$ cat src/rtl/adgc_pkg.sv
// Package for the audio ducking gain controller: beat types, register indexes, gain constants.
package adgc_pkg;

  // Q16 unity gain and the field widths
  localparam logic [16:0] UnityGain = 17'd65536;
  localparam int unsigned LevelW = 16;
  localparam int unsigned GainW = 17;
  localparam int unsigned TickW = 16;

  // gain below 0.99 of unity: gain * 100 < 99 * 65536
  localparam logic [16:0] DuckedLimit = 17'd64881;
  // gain below 0.95 of unity: gain * 20 < 19 * 65536
  localparam logic [16:0] HoldDuckLimit = 17'd62260;

  // divide by ten: x * ceil(2^23 / 10) >> 23, exact for x below 2^22
  localparam logic [19:0] DivTenRecip = 20'd838861;
  localparam int unsigned DivTenShift = 23;

  // configuration register indexes
  localparam logic [2:0] CfgThreshold = 3'd0;
  localparam logic [2:0] CfgActDelay = 3'd1;
  localparam logic [2:0] CfgRecDelay = 3'd2;
  localparam logic [2:0] CfgAttackStep = 3'd3;
  localparam logic [2:0] CfgReleaseStep = 3'd4;
  localparam logic [2:0] CfgDuckGain = 3'd5;

  // input beat: one control tick
  typedef struct packed {
    logic              source_present;
    logic [LevelW-1:0] source_peak;
    logic              enable;
  } adgc_in_t;

  // result beat
  typedef struct packed {
    logic [GainW-1:0]  gain;
    logic              is_ducked;
    logic              is_playing;
    logic [2:0]        phase_now;
    logic [LevelW-1:0] smoothed_level;
  } adgc_out_t;

endpackage

$ cat src/rtl/audio_ducking_gain_controller.sv
// Sidechain audio ducker: level smoothing, phase machine with delays, gain ramp.
// The input beat is registered in the input register, then the result beat in the result register.
// Throughput: one tick per cycle unless the result stalls; the path from the input register
// through the divide-by-ten multiply, the phase machine and the gain ramp sets the clock.
// Reset: phase idle, tick count zero, level zero, gain and target unity,
// configuration registers to their documented defaults.
module audio_ducking_gain_controller (
  input  logic                clk_i,
  input  logic                rst_ni,
  input  logic                in_valid_i,
  output logic                in_ready_o,
  input  adgc_pkg::adgc_in_t  in_data_i,
  output logic                out_valid_o,
  input  logic                out_ready_i,
  output adgc_pkg::adgc_out_t out_data_o,
  input  logic                cfg_valid_i,
  output logic                cfg_ready_o,
  input  logic [2:0]          cfg_addr_i,
  input  logic [16:0]         cfg_data_i
);
  import adgc_pkg::*;

  typedef enum logic [2:0] {
    PH_IDLE         = 3'd0,
    PH_WAIT_DUCK    = 3'd1,
    PH_ATTACK       = 3'd2,
    PH_WAIT_RESTORE = 3'd3,
    PH_RELEASE      = 3'd4
  } phase_e;

  // configuration registers
  logic [LevelW-1:0] threshold_q;
  logic [TickW-1:0]  act_delay_q, rec_delay_q;
  logic [GainW-1:0]  attack_step_q, release_step_q, duck_gain_q;

  // tick state
  phase_e            phase_q, phase_d;
  logic [TickW-1:0]  ticks_q, ticks_d;
  logic [LevelW-1:0] level_q, level_d;
  logic [GainW-1:0]  gain_q, gain_d;
  logic [GainW-1:0]  target_q, target_d;

  // pipeline registers
  adgc_in_t  in_q;
  logic      in_valid_q;
  adgc_out_t out_q, out_d;
  logic      out_valid_q;
  logic      advance;

  assign cfg_ready_o = 1'b1;
  assign advance     = in_valid_q && (!out_valid_q || out_ready_i);
  assign in_ready_o  = !in_valid_q || advance;
  assign out_valid_o = out_valid_q;
  assign out_data_o  = out_q;

  // write configuration registers
  always_ff @(posedge clk_i or negedge rst_ni) begin
    if (!rst_ni) begin
      threshold_q    <= 16'd655;
      act_delay_q    <= '0;
      rec_delay_q    <= '0;
      attack_step_q  <= UnityGain;
      release_step_q <= UnityGain;
      duck_gain_q    <= 17'd32768;
    end else if (cfg_valid_i) begin
      case (cfg_addr_i)
        CfgThreshold:   threshold_q    <= cfg_data_i[LevelW-1:0];
        CfgActDelay:    act_delay_q    <= cfg_data_i[TickW-1:0];
        CfgRecDelay:    rec_delay_q    <= cfg_data_i[TickW-1:0];
        CfgAttackStep:  attack_step_q  <= cfg_data_i;
        CfgReleaseStep: release_step_q <= cfg_data_i;
        CfgDuckGain:    duck_gain_q    <= cfg_data_i;
        default: ;
      endcase
    end
  end

  // per-tick datapath
  phase_e            ph0;
  logic [TickW-1:0]  tk0, tk_inc;
  logic [GainW-1:0]  tgt0, step, diff, duck;
  logic [19:0]       mix;
  logic [39:0]       prod;
  logic              playing;
  phase_e            duck_entry, restore_entry;

  always_comb begin
    // force idle and unity target while disabled
    ph0  = phase_q;
    tk0  = ticks_q;
    tgt0 = target_q;
    if (!in_q.enable) begin
      ph0  = PH_IDLE;
      tk0  = '0;
      tgt0 = UnityGain;
    end

    // smooth the level: fast rise rounded up, slow fall rounded down
    if (in_q.source_peak > level_q) begin
      mix = {4'd0, level_q} * 20'd3 + {4'd0, in_q.source_peak} * 20'd7 + 20'd9;
    end else begin
      mix = {4'd0, level_q} * 20'd6 + {4'd0, in_q.source_peak} * 20'd4;
    end
    prod    = {20'd0, mix} * {20'd0, DivTenRecip};
    level_d = in_q.source_present ? prod[DivTenShift+LevelW-1:DivTenShift] : level_q;
    playing = in_q.source_present && (level_d > threshold_q);

    // ramp toward the previous target without overshoot
    step = (tgt0 < gain_q) ? attack_step_q : release_step_q;
    if (step == '0) begin
      step = 17'd1;
    end
    gain_d = gain_q;
    diff   = '0;
    if (gain_q < tgt0) begin
      diff   = tgt0 - gain_q;
      gain_d = (diff <= step) ? tgt0 : gain_q + step;
    end else if (gain_q > tgt0) begin
      diff   = gain_q - tgt0;
      gain_d = (diff <= step) ? tgt0 : gain_q - step;
    end

    // phase machine and next target
    duck_entry    = (act_delay_q != '0) ? PH_WAIT_DUCK : PH_ATTACK;
    restore_entry = (rec_delay_q != '0) ? PH_WAIT_RESTORE : PH_RELEASE;
    tk_inc        = (tk0 != '1) ? tk0 + 16'd1 : tk0;
    duck          = (duck_gain_q > UnityGain) ? UnityGain : duck_gain_q;
    phase_d       = ph0;
    ticks_d       = tk0;
    target_d      = tgt0;
    if (in_q.enable) begin
      ticks_d = tk_inc;
      case (ph0)
        PH_IDLE: begin
          if (playing) begin
            phase_d = duck_entry;
            ticks_d = '0;
          end
        end
        PH_WAIT_DUCK: begin
          if (playing && tk_inc >= act_delay_q) begin
            phase_d = PH_ATTACK;
            ticks_d = '0;
          end else if (!playing) begin
            phase_d = PH_IDLE;
            ticks_d = '0;
          end
        end
        PH_ATTACK: begin
          if (!playing) begin
            phase_d = restore_entry;
            ticks_d = '0;
          end
        end
        PH_WAIT_RESTORE: begin
          if (!playing && tk_inc >= rec_delay_q) begin
            phase_d = PH_RELEASE;
            ticks_d = '0;
          end else if (playing) begin
            phase_d = duck_entry;
            ticks_d = '0;
          end
        end
        PH_RELEASE: begin
          if (playing) begin
            phase_d = duck_entry;
            ticks_d = '0;
          end
        end
        default: begin
          phase_d = PH_IDLE;
        end
      endcase

      if (phase_d == PH_ATTACK || phase_d == PH_WAIT_RESTORE) begin
        target_d = duck;
      end else if (phase_d == PH_WAIT_DUCK && gain_d < HoldDuckLimit) begin
        target_d = duck;
      end else begin
        target_d = UnityGain;
      end
    end

    // assemble the result beat
    out_d.gain           = gain_d;
    out_d.is_ducked      = gain_d < DuckedLimit;
    out_d.is_playing     = playing;
    out_d.phase_now      = phase_d;
    out_d.smoothed_level = level_d;
  end

  // hold state and pipeline control
  always_ff @(posedge clk_i or negedge rst_ni) begin
    if (!rst_ni) begin
      phase_q     <= PH_IDLE;
      ticks_q     <= '0;
      level_q     <= '0;
      gain_q      <= UnityGain;
      target_q    <= UnityGain;
      in_valid_q  <= 1'b0;
      out_valid_q <= 1'b0;
    end else begin
      if (in_ready_o) begin
        in_valid_q <= in_valid_i;
      end
      if (advance) begin
        phase_q     <= phase_d;
        ticks_q     <= ticks_d;
        level_q     <= level_d;
        gain_q      <= gain_d;
        target_q    <= target_d;
        out_valid_q <= 1'b1;
      end else if (out_ready_i) begin
        out_valid_q <= 1'b0;
      end
    end
  end

  // capture beats
  always_ff @(posedge clk_i) begin
    if (in_ready_o && in_valid_i) begin
      in_q <= in_data_i;
    end
    if (advance) begin
      out_q <= out_d;
    end
  end

  // gain never leaves the unity range
  assert property (@(posedge clk_i) disable iff (!rst_ni)
    gain_q <= UnityGain && target_q <= UnityGain)
    else $error("gain or target above unity");

  // a disabled tick leaves the phase idle with a unity target
  assert property (@(posedge clk_i) disable iff (!rst_ni)
    advance && !in_q.enable |=> phase_q == PH_IDLE && target_q == UnityGain)
    else $error("disabled tick did not force idle");

  // the result beat reports the state just committed
  assert property (@(posedge clk_i) disable iff (!rst_ni)
    advance |=> out_q.gain == gain_q && out_q.phase_now == phase_q)
    else $error("result beat out of step with state");

  // the ducked flag follows the reported gain
  assert property (@(posedge clk_i) disable iff (!rst_ni)
    out_valid_o |-> out_data_o.is_ducked == (out_data_o.gain < DuckedLimit))
    else $error("ducked flag disagrees with gain");

endmodule
$ cat config.mk
export PLATFORM = sky130hd
export DESIGN_NAME = audio_ducking_gain_controller
export DESIGN_NICKNAME = d
export VERILOG_FILES = /design/src/rtl/adgc_pkg.sv /design/src/rtl/audio_ducking_gain_controller.sv
export SDC_FILE = /design/constraint.sdc
export NUM_CORES = 1
export LEC_CHECK = 0
export ABC_AREA = 1
export BUFFER_PORTS_ARGS = -buffer_cell sky130_fd_sc_hd__buf_2
export CAP_MARGIN = 20
export CORE_MARGIN = 3
export CORE_UTILIZATION = 45
export CTS_CLUSTER_SIZE = 12
export DETAILED_ROUTE_END_ITERATION = 8
export PLACE_DENSITY_LB_ADDON = 0.2
export SLEW_MARGIN = 10
export SYNTH_ARGS = -nofsm -noshare
export SYNTH_HDL_FRONTEND = slang
export SYNTH_SLANG_ARGS = --single-unit
$ cat constraint.sdc
create_clock -name clk_i -period 12.1 [get_ports clk_i]
set_clock_uncertainty 0.1 [all_clocks]
set_input_delay 1.21 -clock clk_i [delete_from_list [all_inputs] [get_ports clk_i]]
set_output_delay 1.21 -clock clk_i [all_outputs]
set_load 0.005 [all_outputs]
# ---- Word level (Yosys, flattened, before mapping)
# Cells that the tools add are included.
# W data, S select, Z words.
dict set report totals {
  reg_bits 226
  elab_cells 117
  in_bits 43
  output_inout_bits 41
}
dict set report classes {
  mul 4
  n_mux 34
  magnitude_cmp 12
  reduce_logical 25
  n_addsub 8
  n_eq_ne 13
}
# operator n
set ops {}
lappend ops {{$mux W17} 11}
lappend ops {{$mux W16} 8}
lappend ops {{$pmux W16 S4} 1}
lappend ops {{$sub A17 B17 Y17} 3}
lappend ops {{$mul A20 B20 Y39 const B} 1}
lappend ops {{$mul A16 B2 Y18 const B} 2}
lappend ops {{$le A17 B17 Y1} 2}
lappend ops {{$lt A17 B16 Y1 const B} 2}
lappend ops {{$lt A17 B17 Y1} 2}
lappend ops {{$ge A16 B16 Y1} 2}
lappend ops {{$gt A16 B16 Y1} 2}
lappend ops {{$reduce_bool A16 Y1} 2}
lappend ops {{$mux W3} 9}
lappend ops {{$add A18 B19 Y20} 1}
lappend ops {{$add A19 B18 Y20} 1}
lappend ops {{$add A20 B4 Y20 const B} 1}
lappend ops {{$mux W20} 1}
lappend ops {{$mul A16 B3 Y19 const B} 1}
lappend ops {{$eq A3 B2 Y1 const B} 6}
lappend ops {{$add A17 B17 Y17} 1}
lappend ops {{$gt A17 B17 Y1} 1}
lappend ops {{$gt A17 B17 Y1 const B} 1}
lappend ops {{$logic_not A17 Y1} 1}
lappend ops {{$add A16 B1 Y16 const B} 1}
lappend ops {{13 further kinds} 33}

# ---- Logic depth before layout (Yosys ltp)
dict set report depth {
  word_depth 18
  ltp_mapped 71
  mapped_depth_nobuf 70
}

# ---- Least setup slack after synthesis
# Ideal clock, no wire load.
dict set report synth_timing {
  path_type {register to register}
  startpoint {register in_q[4] (netlist name)}
  endpoint {register target_q[10]}
  period_less_slack_ps 10779
  path_stages_with_launch 62
  setup_time_ps 66
  n_path_buf 1
  arrival_time_ps 10613
  path_slack_ps 1321
  cell_sequence {edfxtp_1 -> inv_1 -> fa_1 -> fa_1 -> fa_1 -> inv_1 -> ha_1 -> nand3_1 -> nand2_1 -> a21oi_1 -> o21bai_1 -> nand3_1 -> nand2_1 -> a21boi_0 -> o21ai_0 -> nand2_1 -> o21ai_0 -> nand2_1 -> [26 not listed] -> a21oi_1 -> o21ai_0 -> nor2_1 -> nand2_1 -> nand2_1 -> inv_1 -> nand2_1 -> o21ai_0 -> nand2_1 -> nand2_1 -> nor2_1 -> nand2_1 -> nor2_1 -> nand2_2 -> nand2_4 -> buf_8 -> nand2_1 -> nand2_1}
}
# item line
set synth_lines {}
lappend synth_lines {{from (decl)} audio_ducking_gain_controller.sv:44} ;# adgc_in_t in_q;
lappend synth_lines {{from (signal assigned)} audio_ducking_gain_controller.sv:222} ;# in_q <= in_data_i;
lappend synth_lines {{to (signal assigned)} audio_ducking_gain_controller.sv:199} ;# target_q <= UnityGain;
lappend synth_lines {{to (signal assigned)} audio_ducking_gain_controller.sv:211} ;# target_q <= target_d;
lappend synth_lines {{to (decl)} audio_ducking_gain_controller.sv:41} ;# logic [GainW-1:0] target_q, target_d;

# ---- Worst setup path after layout
dict set report layout_timing {
  startpoint {register in_q[3] (netlist name)}
  endpoint {register target_q[15]}
}
dict set report layout_via {
  elab_chain_cells 18
  word_cells_on_any_way 28
}
# item line
set layout_lines {}
lappend layout_lines {{$mul A16 B3 Y19} audio_ducking_gain_controller.sv:100} ;# mix = {4'd0, level_q} * 20'd3 + {4'd0, in_q.source_peak} * 20'd7 + 20'd9;
lappend layout_lines {{$add A18 B19 Y20} audio_ducking_gain_controller.sv:100}
lappend layout_lines {{$add A20 B4 Y20} audio_ducking_gain_controller.sv:100}
lappend layout_lines {{$mux W20 (*)} audio_ducking_gain_controller.sv:99} ;# if (in_q.source_peak > level_q) begin
lappend layout_lines {{$mul A20 B20 Y39 (*)} audio_ducking_gain_controller.sv:104} ;# prod = {20'd0, mix} * {20'd0, DivTenRecip};
lappend layout_lines {{$mux W16 (*)} audio_ducking_gain_controller.sv:105} ;# level_d = in_q.source_present ? prod[DivTenShift+LevelW-1:DivTenShift] : level_q;
lappend layout_lines {{via level_d[13]} audio_ducking_gain_controller.sv:39} ;# logic [LevelW-1:0] level_q, level_d;
lappend layout_lines {{$gt A16 B16 Y1 (*)} audio_ducking_gain_controller.sv:106} ;# playing = in_q.source_present && (level_d > threshold_q);
lappend layout_lines {{[3 not listed]} -}
lappend layout_lines {{$mux W3} audio_ducking_gain_controller.sv:156} ;# if (!playing && tk_inc >= rec_delay_q) begin
lappend layout_lines {{$pmux W3 S4 (*)} audio_ducking_gain_controller.sv:133} ;# case (ph0)
lappend layout_lines {{$mux W3 (*)} audio_ducking_gain_controller.sv:131} ;# if (in_q.enable) begin
lappend layout_lines {{$eq A3 B1 Y1} audio_ducking_gain_controller.sv:177} ;# end else if (phase_d == PH_WAIT_DUCK && gain_d < HoldDuckLimit) begin
lappend layout_lines {{$logic_and A1 B1 Y1} audio_ducking_gain_controller.sv:177}
lappend layout_lines {{$mux W17} audio_ducking_gain_controller.sv:177}
lappend layout_lines {{$mux W17 (*)} audio_ducking_gain_controller.sv:175} ;# if (phase_d == PH_ATTACK || phase_d == PH_WAIT_RESTORE) begin
lappend layout_lines {{$mux W17 (*)} audio_ducking_gain_controller.sv:131}
# The timed path passes the listed nets; every way through them passes the cells marked *. The select of a mux whose other input is x is not followed.
# A chain may end at the register's enable or synchronous reset.

==> out/qor.csv <==
metric,value,unit
worstHoldStart,target_q[5],
fp.dieW,252.0,microns
finalNonFillerCells,4396,
drive_above_1_share,9.108,%
r2r_start,in_q[3],
drv_cap,0,
synthArstFlopShare,75.22,%
cts_sinks,226,
holdPathStages,2,
placed_cells,4321,
fp-row-count,89,
relSlewSlack,27.89,%
met1_usage,36.98,%
finalNetCount,4249,
area_growth,10.29,%
overflow,0,
antenna_found_initial,1,
period_share,95.26,%
hold_end,target_q[5],
place_hpwl,66610,microns
viasPerCell,5.255,
die-area,63520,sq um
clock_latency,0.61,ns
setup_viol,0,
ys_ff_latch,226,
core_area,59460,sq um
worstRegToRegCells,57,
vias,23100,
cts.clk_slew.worst_paths,0.06,ns
clockBufferDepth,3,
ant_nets,0,
drt_pass1_iterations,6,
synth_area,27240,sq um
cts_root_buf,clkbuf_16,
post-route-min-period,11.53,ns
grt_first_pass_wirelength,125900,microns
fin_tns_setup,0,ns
crit_fanout,8,
cp-end-kind,register,
wl_per_cell,18.33,microns
start_util,45.80,%
crit_required,12.54,ns
critPathLaunchType,register,
maxSlewViolCount,0,
cts_buffers,28,
gp_congestion,0.9495,
synthCells,3504,
syn-num-nets,4152,
min_path_type,reg -> reg,
grt_most_used_layer,met2,
ys_warn_count,0,
io_buffers,82,
die_h,252.0,microns
fmax,86.76,MHz
crit_path_frequent_cell,nand2_1,
timing.hold.ws,0.3761,ns
reg2reg_to,target_q[15],
io_pins,84,
grt_max_degree,72,
utilization,50.52,%
wl,80560,microns
cts_tree,yes,
drtIter0Drc,1730,
worst_path_max_delay_cell,fa_2,
met3_usage,6.051,%
num_antenna_cells,0,
r2r_setup_slack,0.57,ns
ys_types,62,
grtUsageMet2,38.56,%
tightest_slew,1.068,ns
status,completed,
worstPathArrival,11.97,ns
synth_edf_count,56,
first_global_vias,22520,
yosysSeqAreaShare,21.84,%
critPathKind,reg -> reg,
cpPeakStageDelay,0.57,ns
postSynthAreaPerCell,7.773,sq um
hold_viol_final,0,
cts.htree.levels,1,
synth_flop_cell,dfrtp_1,
route.detailed.drc,0,
grt_usage,25.29,%
-- repair_timing --
action | 4_1_cts | 5_1_grt
cloned | 0 | 2
setup buffers | 0 | 19
endpoints found under the setup margin | 1 | 40
hold buffers | 0 | 0
gates resized for setup | 1 | 116
pin swaps | 0 | 29
-- per-layer routing --
metal	routed length, microns	vias to the layer above	share of wire, %
met5	13	-	0.016
met4	1634	2	2.0
met3	6207	95	7.7
met2	34470	677	43
met1	38240	10860	47
li1	-	11470	-
-- worst max-delay path, delay by kind of cell (launching register included) --
kind | cells | cell delay [ns]
fa+ha+maj | 14 | 5.92
simple gates | 20 | 2.12
compound gates | 12 | 1.78
buf+inv | 10 | 0.96
flops | 1 | 0.45
xor+xnor | 1 | 0.14
-- registers in the layout, summed over array words and instances, names as in the netlist --
| signal | flops |
|---|---|
| level_q | 16 |
| in_valid_q | 1 |
| ticks_q | 16 |
| in_q | 18 |
| phase_q | 3 |
| act_delay_q | 16 |
| out_data_o | 38 |
| attack_step_q | 17 |
| threshold_q | 16 |
| release_step_q | 17 |
| target_q | 17 |
| rec_delay_q | 16 |
| out_valid_o | 1 |
| duck_gain_q | 17 |
| gain_q | 17 |
-- cell usage after synthesis, drive strengths merged (40+ instances only) --
cell type	number	area [sq um]
xor2	68	595.6
inv	702	2638
nand2	744	2853
clkbuf	41	153.9
o21ai	273	1370
dfrtp	159	3979
ha	414	5180
nand4	40	256.5
nor2	195	767.0
edfxtp	56	1682
a21oi	238	1236
nand3	126	650.6
fa	191	3824
-- cell type report --
cell class	count	area, sq um
Clock buffer	36	772.0
Inverter	703	2649
Tap cell	773	967.2
Multi-Input combinational cell	2504	18690
Sequential cell	226	5952
Timing Repair Buffer	138	864.6
Clock inverter	16	150.1
Fill cell	5978	29420
-- worst max-delay path by stage --
stage                        end  cells after the start        from  slack (ns)
floorplan           target_q[10]                     61     in_q[4]        1.32
global placement     target_q[8]                     54     in_q[3]        0.13
detailed placement   target_q[5]                     55  level_q[3]      0.0007
CTS                  target_q[5]                     55     in_q[1]        0.06
global route         target_q[3]                     57     in_q[3]       -0.07
finish              target_q[15]                     57     in_q[3]        0.57
-- placed cells by master (no fill, tap or decap), types with 9 or more instances in the layout --
cell type	instances
xnor2_1	28
inv_2	14
dfrtp_1	157
nor2_2	12
ha_4	10
o211ai_1	12
nor3_1	29
a21oi_1	221
nor4_1	16
a31oi_1	9
inv_1	684
buf_2	81
xor2_1	65
nand4_1	39
o21ai_1	23
dfstp_2	11
clkinv_2	9
o21ai_0	239
clkbuf_16	29
nor2_1	179
o21ai_2	10
a21o_1	16
ha_1	398
nand2_1	724
fa_1	187
o21a_1	15
a21oi_2	15
buf_4	54
nand3_1	122
edfxtp_1	56
nand2_2	14
-- logic make-up (layout without fill, tap and decap cells) --
family	after synthesis	in the layout	synth area share, %
other cells	1	1	0.01377
buf+inv	776	893	11.03
fa+ha+maj	605	605	33.06
simple gates	1176	1178	18.21
xor+xnor	96	96	3.087
mux	3	3	0.1103
flops	226	226	21.84
compound gates	621	621	12.65
-- through the flow --
step | setup WS [ns] | cell area, sq um
2_1_floorplan | 1.321 | 27240
6_report | 0.5735 | 30040
3_5_place_dp | 0.0007283 | 28520
3_3_place_gp | 0.1311 | 28520
4_1_cts | 0.06384 | 29450
5_1_grt | -0.07459 | 30040
Power is left out: the tool's default activity adds up to more than one toggle a clock period on the data nets, which glitch-free logic cannot reach.
